[src/hw/rtl/rqns_pkg.sv]
// shared types, field widths and command and status codes of the ring queue
package rqns_pkg;

    localparam int WORD_W = 32;
    localparam int DATA_W = 36;
    localparam int ACC_W  = 37;
    localparam int CNT_W  = 5;
    localparam int CMD_W  = 2;
    localparam int STAT_W = 2;

    localparam logic [CMD_W-1:0] CMD_ENQ  = 2'd0;
    localparam logic [CMD_W-1:0] CMD_DEQ  = 2'd1;
    localparam logic [CMD_W-1:0] CMD_PEEK = 2'd2;
    localparam logic [CMD_W-1:0] CMD_SUM  = 2'd3;

    localparam logic [STAT_W-1:0] STAT_OK    = 2'd0;
    localparam logic [STAT_W-1:0] STAT_EMPTY = 2'd1;
    localparam logic [STAT_W-1:0] STAT_FULL  = 2'd2;
    localparam logic [STAT_W-1:0] STAT_COUNT = 2'd3;

    typedef struct packed {
        logic shift;
        logic load;
    } cell_ctrl_t;

endpackage

[src/hw/rtl/rqns_cell.sv]
// one storage cell of the queue row: holds a word, takes its neighbor's or a new one
module rqns_cell
    import rqns_pkg::*;
(
    input  logic              clk,
    input  cell_ctrl_t        ctrl,
    input  logic [WORD_W-1:0] load_data,
    input  logic [WORD_W-1:0] nbr_data,
    output logic [WORD_W-1:0] value
);

    logic [WORD_W-1:0] value_reg;

    always_ff @(posedge clk)
    begin
        if (ctrl.shift)
        begin
            value_reg <= nbr_data;
        end
        else if (ctrl.load)
        begin
            value_reg <= load_data;
        end
    end

    assign value = value_reg;

endmodule

[src/hw/rtl/ring_queue_with_newest_sum.sv]
// top level of the ring queue with a newest-entries sum
// Entries live in a row of DEPTH cells, oldest in cell 0. Enqueue, dequeue and peek
// answer directly: start is accepted while busy is low and the result beat appears on
// done in the next cycle, and a new command may be started in that same cycle. A sum
// of the newest N entries rotates the whole cell row once, one word past the
// accumulator per cycle, so it keeps busy high while it runs and its beat appears on
// done in the cycle busy falls. Each result beat is on the ports for one cycle only
// and is not held, so the receiver must take it then. A write of cfg_wdata by cfg_we
// sets the capacity in use and empties the queue; write it only while no command is
// in flight.
module ring_queue_with_newest_sum
    import rqns_pkg::*;
#(
    parameter int DEPTH = 16
)
(
    input  logic                     clk,
    input  logic                     rst_n,
    input  logic                     start,
    output logic                     busy,
    input  logic [CMD_W-1:0]         cmd,
    input  logic signed [WORD_W-1:0] operand,
    input  logic                     cfg_we,
    input  logic [CNT_W-1:0]         cfg_wdata,
    output logic                     done,
    output logic [STAT_W-1:0]        status,
    output logic signed [DATA_W-1:0] data,
    output logic [CNT_W-1:0]         occupancy,
    output logic                     is_empty,
    output logic                     is_full
);

    localparam int IDX_W = $clog2(DEPTH);
    localparam logic [CNT_W-1:0] CAP_MAX = (DEPTH > 31) ? CNT_W'(31) : CNT_W'(DEPTH);
    localparam logic [0:0] ST_IDLE = 1'b0;
    localparam logic [0:0] ST_SUM  = 1'b1;

    logic [0:0]               state_reg, state_next;
    logic [CNT_W-1:0]         cap_reg;
    logic [CNT_W-1:0]         count_reg, count_next;
    logic [IDX_W-1:0]         step_reg, step_next;
    logic [CNT_W-1:0]         lo_reg, lo_next;
    logic signed [ACC_W-1:0]  acc_reg, acc_next;
    logic                     done_reg, done_next;
    logic [STAT_W-1:0]        status_reg, status_next;
    logic signed [DATA_W-1:0] data_reg, data_next;
    logic [CNT_W-1:0]         occ_reg;
    logic                     empty_reg, full_reg;

    logic [CNT_W-1:0]         cap_eff;
    logic                     shift_all;
    logic                     enq_load;
    logic                     in_range;
    logic signed [ACC_W-1:0]  term;
    logic signed [ACC_W-1:0]  acc_sum;
    logic signed [DATA_W-1:0] acc_sat;
    logic signed [DATA_W-1:0] head_word;
    logic [WORD_W-1:0]        cell_val [DEPTH];

    assign cap_eff = (cap_reg == '0) ? CNT_W'(1) :
                     ((cap_reg > CAP_MAX) ? CAP_MAX : cap_reg);

    // cell row, rotating toward cell 0
    for (genvar k = 0; k < DEPTH; k++)
    begin : g_cell
        cell_ctrl_t ctrl;

        assign ctrl.shift = shift_all;
        assign ctrl.load  = enq_load && (32'(count_reg) == k);

        rqns_cell u_cell (
            .clk       (clk),
            .ctrl      (ctrl),
            .load_data (operand),
            .nbr_data  (cell_val[(k + 1) % DEPTH]),
            .value     (cell_val[k])
        );
    end

    assign head_word = {{(DATA_W-WORD_W){cell_val[0][WORD_W-1]}}, cell_val[0]};
    assign in_range  = (32'(step_reg) >= 32'(lo_reg)) && (32'(step_reg) < 32'(count_reg));
    assign term      = in_range ? {{(ACC_W-WORD_W){cell_val[0][WORD_W-1]}}, cell_val[0]}
                                : '0;
    assign acc_sum   = acc_reg + term;
    assign acc_sat   = (acc_sum[ACC_W-1] != acc_sum[ACC_W-2]) ?
                       (acc_sum[ACC_W-1] ? {1'b1, {(DATA_W-1){1'b0}}}
                                         : {1'b0, {(DATA_W-1){1'b1}}}) :
                       acc_sum[DATA_W-1:0];

    always_comb
    begin
        state_next  = state_reg;
        count_next  = count_reg;
        step_next   = step_reg;
        lo_next     = lo_reg;
        acc_next    = acc_reg;
        done_next   = 1'b0;
        status_next = STAT_OK;
        data_next   = '0;
        shift_all   = 1'b0;
        enq_load    = 1'b0;

        unique case (state_reg)
            ST_IDLE:
            begin
                if (start)
                begin
                    done_next = 1'b1;
                    case (cmd) inside
                        CMD_ENQ:
                        begin
                            if (count_reg >= cap_eff)
                            begin
                                status_next = STAT_FULL;
                            end
                            else
                            begin
                                enq_load   = 1'b1;
                                count_next = count_reg + CNT_W'(1);
                            end
                        end
                        CMD_DEQ, CMD_PEEK:
                        begin
                            if (count_reg == '0)
                            begin
                                status_next = STAT_EMPTY;
                            end
                            else
                            begin
                                data_next = head_word;
                                if (cmd == CMD_DEQ)
                                begin
                                    shift_all  = 1'b1;
                                    count_next = count_reg - CNT_W'(1);
                                end
                            end
                        end
                        CMD_SUM:
                        begin
                            if (count_reg == '0)
                            begin
                                status_next = STAT_EMPTY;
                            end
                            else if (operand > $signed(32'(count_reg)))
                            begin
                                status_next = STAT_COUNT;
                            end
                            else if (operand > 0)
                            begin
                                done_next  = 1'b0;
                                state_next = ST_SUM;
                                step_next  = '0;
                                lo_next    = count_reg - operand[CNT_W-1:0];
                                acc_next   = '0;
                            end
                        end
                        default:
                        begin
                            status_next = STAT_OK;
                        end
                    endcase
                end
            end
            ST_SUM:
            begin
                shift_all = 1'b1;
                acc_next  = acc_sum;
                step_next = step_reg + IDX_W'(1);
                if (step_reg == IDX_W'(DEPTH - 1))
                begin
                    done_next  = 1'b1;
                    data_next  = acc_sat;
                    state_next = ST_IDLE;
                end
            end
            default:
            begin
                state_next = ST_IDLE;
            end
        endcase

        if (cfg_we)
        begin
            count_next = '0;
        end
    end

    always_ff @(posedge clk or negedge rst_n)
    begin
        if (!rst_n)
        begin
            state_reg <= ST_IDLE;
            cap_reg   <= CNT_W'(16);
            count_reg <= '0;
            step_reg  <= '0;
            done_reg  <= 1'b0;
        end
        else
        begin
            state_reg <= state_next;
            count_reg <= count_next;
            step_reg  <= step_next;
            done_reg  <= done_next;
            if (cfg_we)
            begin
                cap_reg <= cfg_wdata;
            end
        end
    end

    always_ff @(posedge clk)
    begin
        lo_reg     <= lo_next;
        acc_reg    <= acc_next;
        status_reg <= status_next;
        data_reg   <= data_next;
        occ_reg    <= count_next;
        empty_reg  <= (count_next == '0);
        full_reg   <= (count_next == cap_eff);
    end

    assign busy      = (state_reg == ST_SUM);
    assign done      = done_reg;
    assign status    = status_reg;
    assign data      = data_reg;
    assign occupancy = occ_reg;
    assign is_empty  = empty_reg;
    assign is_full   = full_reg;

endmodule

[config.mk]
export PLATFORM = sky130hd
export DESIGN_NAME = ring_queue_with_newest_sum
export DESIGN_NICKNAME = d
export VERILOG_FILES = /design/src/hw/rtl/rqns_pkg.sv /design/src/hw/rtl/rqns_cell.sv /design/src/hw/rtl/ring_queue_with_newest_sum.sv
export SDC_FILE = /design/constraint.sdc
export NUM_CORES = 1
export LEC_CHECK = 0
export BUFFER_PORTS_ARGS = -buffer_cell sky130_fd_sc_hd__buf_2
export CORE_MARGIN = 2
export CORE_UTILIZATION = 25
export CTS_BUF_LIST = sky130_fd_sc_hd__clkbuf_4
export DETAILED_ROUTE_END_ITERATION = 6
export GPL_TIMING_DRIVEN = 0
export PLACE_DENSITY = 0.37
export RECOVER_POWER = 50
export SKIP_CTS_REPAIR_TIMING = 1
export SLEW_MARGIN = 20
export SYNTH_ARGS = -nofsm -noshare
export SYNTH_HDL_FRONTEND = slang
export SYNTH_SLANG_ARGS = --single-unit
[constraint.sdc]
create_clock -name clk -period 10.65 [get_ports clk]
set_input_delay 1.5975 -clock clk [delete_from_list [all_inputs] [get_ports clk]]
set_output_delay 1.5975 -clock clk [all_outputs]
set_load 0.1 [all_outputs]
After elaboration in Yosys (flattened, before gate mapping)
Cells that the tools add are included.

storage, ports and cells
  register bits after elaboration = 615
  input bits = 43
  output and inout port bits = 47
  logic and storage cells = 216

cells by class
  add/subtract/negate cells = 5
  $lt $le $gt $ge = 6
  eq/ne operators = 28
  multiplexer cells = 102
  bitwise operators = 6
  reduce and logical (&&, ||, !) cells = 41

operators by type and width
  kind                                                 count
  two-way mux 32 bit                                   32
  two-way mux 37 bit                                   8
  two-way mux 36 bit                                   7
  one-hot mux 37 bit (2 select lines)                  1
  one-hot mux 36 bit (2 select lines)                  1
  two-way mux 5 bit                                    10
  equality test 5 x 4 -> 1 bit, second input constant  8
  adder 37 bit                                         1
  > comparator 32 x 1 -> 1 bit, second input constant  1
  > comparator 32 x 6 -> 1 bit                         1
  nonzero test 2 bit                                   16
  two-way mux 4 bit                                    7
  two-way mux 1 bit                                    26
  equality test 5 x 3 -> 1 bit, second input constant  4
  logical AND 1 bit                                    17
  logical NOT 5 bit                                    3
  inequality test 2 bit, second input constant         7
  two-way mux 2 bit                                    6
  equality test 5 x 2 -> 1 bit, second input constant  2
  one-hot mux 4 bit (2 select lines)                   1
  AND reduction 8 bit                                  1
  AND reduction 7 bit                                  1
  inverter 1 bit                                       6
  one-hot mux 1 bit (2 select lines)                   3
  16 further kinds                                     18

Depth between registers and ports, before layout
  depth after elaboration = 11
  mapped depth = 23

By module
Synthesis repeated with hierarchy kept, for this count alone.

unflattened totals
  cells, all modules = 1938
  area, all modules = 31336.3 um2

by module, submodules not included
  module                      times used  cells each  area an instance (um2)  seq. area each (um2)
  rqns_cell                   16          69          1507.7                  960.9
  ring_queue_with_newest_sum  1           834         7213.2                  2563.7

Worst setup path after synthesis
Ideal clock, no wire load.

  path kind = input to register
  start point = in cmd[1]
  end point = reg g_cell[2].u_cell.value_reg[0] (enable)
  setup time = 511 ps
  data arrival time = 6182 ps
  data required time = 10139 ps
  slack = 3957 ps
  stages = 8
  path through = inv_1 ha_1 nand3b_1 or3_1 a211o_1 nand2_1 nand2_1 o41ai_1

on the way
  longest elaborated chain between the ends = 8
  elaborated cells between the ends (all ways) = 15

RTL lines
  element                                  RTL line                           source
  start: declaration                       ring_queue_with_newest_sum.sv:21   input logic [CMD_W-1:0] cmd,
  equality test 2 x 1 -> 1 bit             ring_queue_with_newest_sum.sv:131  if (cmd == CMD_DEQ)
  two-way mux 1 bit                        ring_queue_with_newest_sum.sv:131
  two-way mux 1 bit                        ring_queue_with_newest_sum.sv:124  if (count_reg == '0)
  two-way mux 1 bit (2 in series)          ring_queue_with_newest_sum.sv:109  case (cmd) inside
  two-way mux 1 bit                        ring_queue_with_newest_sum.sv:106  if (start)
  one-hot mux 1 bit (2 select lines)       ring_queue_with_newest_sum.sv:103  unique case (state_reg)
  nonzero test 2 bit (no source line) (*)  --
  end signal: assignment                   rqns_cell.sv:18                    value_reg <= nbr_data;
  end signal: assignment                   rqns_cell.sv:22                    value_reg <= load_data;
  end: declaration                         rqns_cell.sv:12                    logic [WORD_W-1:0] value_reg;

Mark *: on every way between the ends. The rest lies on a longest branch, timed or not.
A chain may end at the register's enable or synchronous reset.

Final worst setup path
  start point = reg count_reg[2]
  end point = reg data_reg[24] (netlist: data[24])

on the way
  longest elaborated chain between the ends = 8
  elaborated cells between the ends (all ways) = 14

RTL lines
  element                              RTL line                           source
  start: declaration                   ring_queue_with_newest_sum.sv:40   logic [CNT_W-1:0] count_reg, count_next;
  start signal: assignment             ring_queue_with_newest_sum.sv:201  count_reg <= count_next;
  less-than comparator 4 x 5 -> 1 bit  ring_queue_with_newest_sum.sv:81   assign in_range = (32'(step_reg) >= 32'(lo_reg)) && (32'(step_reg) < 32'(count_reg));
  logical AND 1 bit                    ring_queue_with_newest_sum.sv:81
  two-way mux 37 bit                   ring_queue_with_newest_sum.sv:82   assign term = in_range ? {{(ACC_W-WORD_W){cell_val[0][WORD_W-1]}}, cell_val[0]}
  adder 37 bit                         ring_queue_with_newest_sum.sv:84   assign acc_sum = acc_reg + term;
  via acc_sum[35]                      ring_queue_with_newest_sum.sv:55   logic signed [ACC_W-1:0] acc_sum;
  inequality test 1 bit                ring_queue_with_newest_sum.sv:85   assign acc_sat = (acc_sum[ACC_W-1] != acc_sum[ACC_W-2]) ?
  two-way mux 36 bit                   ring_queue_with_newest_sum.sv:85
  two-way mux 36 bit                   ring_queue_with_newest_sum.sv:169  if (step_reg == IDX_W'(DEPTH - 1))
  one-hot mux 36 bit (2 select lines)  ring_queue_with_newest_sum.sv:103
  via data_next[24]                    ring_queue_with_newest_sum.sv:46   logic signed [DATA_W-1:0] data_reg, data_next;
  end signal: assignment               ring_queue_with_newest_sum.sv:216  data_reg <= data_next;
  end: declaration                     ring_queue_with_newest_sum.sv:46

The timed path passes the listed nets, and every way through them passes these cells.

==> results by group <==
Run status
  – Status: finished, violations left
  – Failing checks: capacitance limit, slew limit

STA
  – Hold Slack: 0.476 ns
  – Max Freq: 121 MHz
  – Final setup fails: 0
  – Setup ws final: 2.37 ns
  – TNS Setup: 0 ns
  – Fin crit period: 8.28 ns
  – Clock skew: 0.108 ns
  – Tcrit/Tclk final: 77.7%
  – Slew Limit Fails: 39
  – Final Hold Vio Count: 0
  – RSZ-0062 raised after global routing: no
  – Worst Max-Slew Pin Slew: 1.99 ns
  – Rel. slew slack: -32.5%

Placed design
  – GP Congestion: 0.881
  – DP Wirelength: 56.3 mm
  – Worst Setup Slack post-DPL: 2.41 ns
  – IO Port Bufs: 89

Pwr
  – Leak Pwr: 12.1 nW
  – Power per Cell Area: 171 nW/um^2
  – VDD IR-drop max: 53.1 uV

Route
  – Initial DRC count: 1,115
  – Final antenna-violating net count: 0
  – Total number of vias: 18.4k
  – Vias per std cell: 4.26
  – Total routed wirelength: 76.5 mm
  – Drt wl/cell: 17.7 um
  – DRC viols: 0
  – Drt pass-1 iters: 7

Clock network
  – Max H-tree Level: 4
  – Clk sink count: 615
  – Cts bufs inserted: 171
  – Clock transition at the registers of the reported paths: 0.06 ns
  – CTS tree: built
  – Clock Root Buffer: clkbuf_4
  – Worst-Skew Late Latency: 1.04 ns
  – Clock Tree Buf Depth: 3

Logic synthesis
  – Ys flop type: edfxtp_1
  – Mapped Area: 27,000 um^2
  – Most frequent cell after synthesis: nand2_1
  – Warnings, synthesis: 0
  – Top post-synthesis cells by count: 1,143 x nand2_1, 554 x edfxtp_1, 120 x clkbuf_1
  – Yosys reg bits: 615
  – Netlist cell types: 67
  – Mapped Cells: 2,501
  – FFs w/ async S/R, synth: 2.60%
  – Syn Area/Cell: 10.8 um^2
  – Yosys top cell area share: 61.7%
  – Synth top area cells: edfxtp_1 62%, nand2_1 16%, dfxtp_1 3.3%
  – Syn Nets: 2,615
  – Number of flops mapped to enable cells by yosys: 554
  – Largest area contributor in the netlist: edfxtp_1
  – Register area share after synthesis: 66.5%

Critical path
  – Worst setup SP type: register
  – Critical path arrival: 9.18 ns
  – WP data required: 11.55 ns
  – Crit path capture type: register
  – Worst Setup Path Type: reg2reg
  – Worst Path Max Fanout: 10

GRT
  – Vias in the first global route: 19.1k
  – First-pass GRT wire length: 116 mm
  – Antenna violations before repair: 6
  – GRT overflow: 0
  – Largest net degree at the start of global routing: 39
  – Total track usage: 13.9%

Floorplanning
  – Io pins: 90
  – FP Rows: 120
  – Die area: 111,000 um^2
  – Core area: 107,000 um^2
  – Die height: 332 um
  – Die width: 332 um
  – Initial cell density of the core: 25.2%

Flow run
  – Number of max-cap violations: 1

Cells and area
  – Max reg flops: 512
  – Final core utilization: 29.5%
  – Layout Area Growth over Synthesis: 17.3%
  – Nets: 2,899
  – Fraction of layout cells with a size suffix above 1: 12.3%

Min path
  – Worst hold path class: reg2reg
==> routing by layer <==
layer / up-vias / share of wire [%] / global-route usage [%]
li1: 9219 / - / -
met1: 8595 / 45 / 17.5
met2: 440 / 47 / 22.6
met3: 184 / 4.6 / 3.34
met4: 4 / 3.5 / 6.06
met5: - / 0.043 / 0
==> stage by stage <==
stage,power (mW),cell area [um^2],std cells
global route,5.68,31600,4324
detailed placement,3.24,29600,4015
global placement,3.23,29200,3993
CTS,5.53,31800,4323
floorplan,3.08,27000,2501
finish,5.41,31600,4329
==> cell families (layout without fill, tap and decap cells) <==
group,after synthesis,after routing,synth area share (%)
adder cells (fa/ha/maj),71,71,3.35
AND/OR/NAND/NOR,1377,1377,20.7
multiplexers,8,8,0.316
buffers and inverters,170,589,2.46
other,0,6,0
AO/OA/AOI/OAI,225,225,5.47
XOR/XNOR,35,35,1.14
flip-flops,615,615,66.5
==> final cells by class <==
class                   count  area, um^2
inverters                  43         161
flip-flops and latches    615       17900
diodes                      6        15.0
fillers                 11200       75400
clock inverters            45         274
repair buffers            111         604
well taps                1403        1760
plain buffers             127         499
clock buffers             263        1970
multi-input cells        1716        8400
==> critical path: stages (launching register included) <==
cell,delay [ns]
dfrtp_1,0.53
clkbuf_1,0.38
inv_1,0.21
ha_1,0.33
a211o_1,0.25
a221oi_1,1.01
clkbuf_1,0.52
and2_1,0.22
ha_1,0.20
o211ai_1,0.13
o211ai_1,0.52
a41oi_1,0.40
a21o_1,0.33
a211oi_1,0.72
o21ai_0,0.19
a211o_1,0.33
ha_1,0.34
clkbuf_1,0.57
clkbuf_1,0.67
nor2_1,0.11
o21ai_0,0.26
==> final timing paths <==
kind / start / end / slack (ns) / depth (start not counted)
min in group asynchronous: rst_n / count_reg[4] / 0.75 / 1
hold reg to reg: g_cell[10].u_cell.value[28] / g_cell[9].u_cell.value[28] / 0.48 / 2
setup reg to reg: count_reg[2] / data[24] / 2.37 / 20
max in group asynchronous: rst_n / count_reg[2] / 9.27 / 1
setup / recovery: count_reg[2] / data[24] / 2.37 / 20
hold / removal: g_cell[10].u_cell.value[28] / g_cell[9].u_cell.value[28] / 0.48 / 2
==> power breakdown <==
| part | switching, mW | internal (mW) |
|---|---|---|
| clock network | 1.06 | 1.18 |
| registers | 0.0383 | 2.71 |
| logic | 0.322 | 0.0964 |
==> cell usage in the layout (no fill, tap or decap), types with 5 or more instances in the layout <==
cell type and n:
nand2_1 1133, edfxtp_1 554, clkbuf_4 263, clkbuf_1 179
ha_1 69, and2_1 62, nor2_1 61, o21ai_0 59
a21oi_1 52, buf_2 47, dfxtp_1 45, inv_1 42
clkinv_1 31, a21o_1 29, nor3_1 19, xnor2_1 19
nand3_1 18, xor2_1 16, dfrtp_1 15, and3_1 11
o21a_1 10, nor4_1 10, nand2_2 10, nand4_1 9
or3_1 9, nor3b_1 9, o211ai_1 7, a211oi_1 7
a31oi_1 7, diode_2 6, nand2b_1 6, nor2b_1 6
a211o_1 5, o31ai_1 5, inv_6 5, clkinvlp_4 5
buf_12 5
Note: power is estimated with default switching activity, not from simulation.
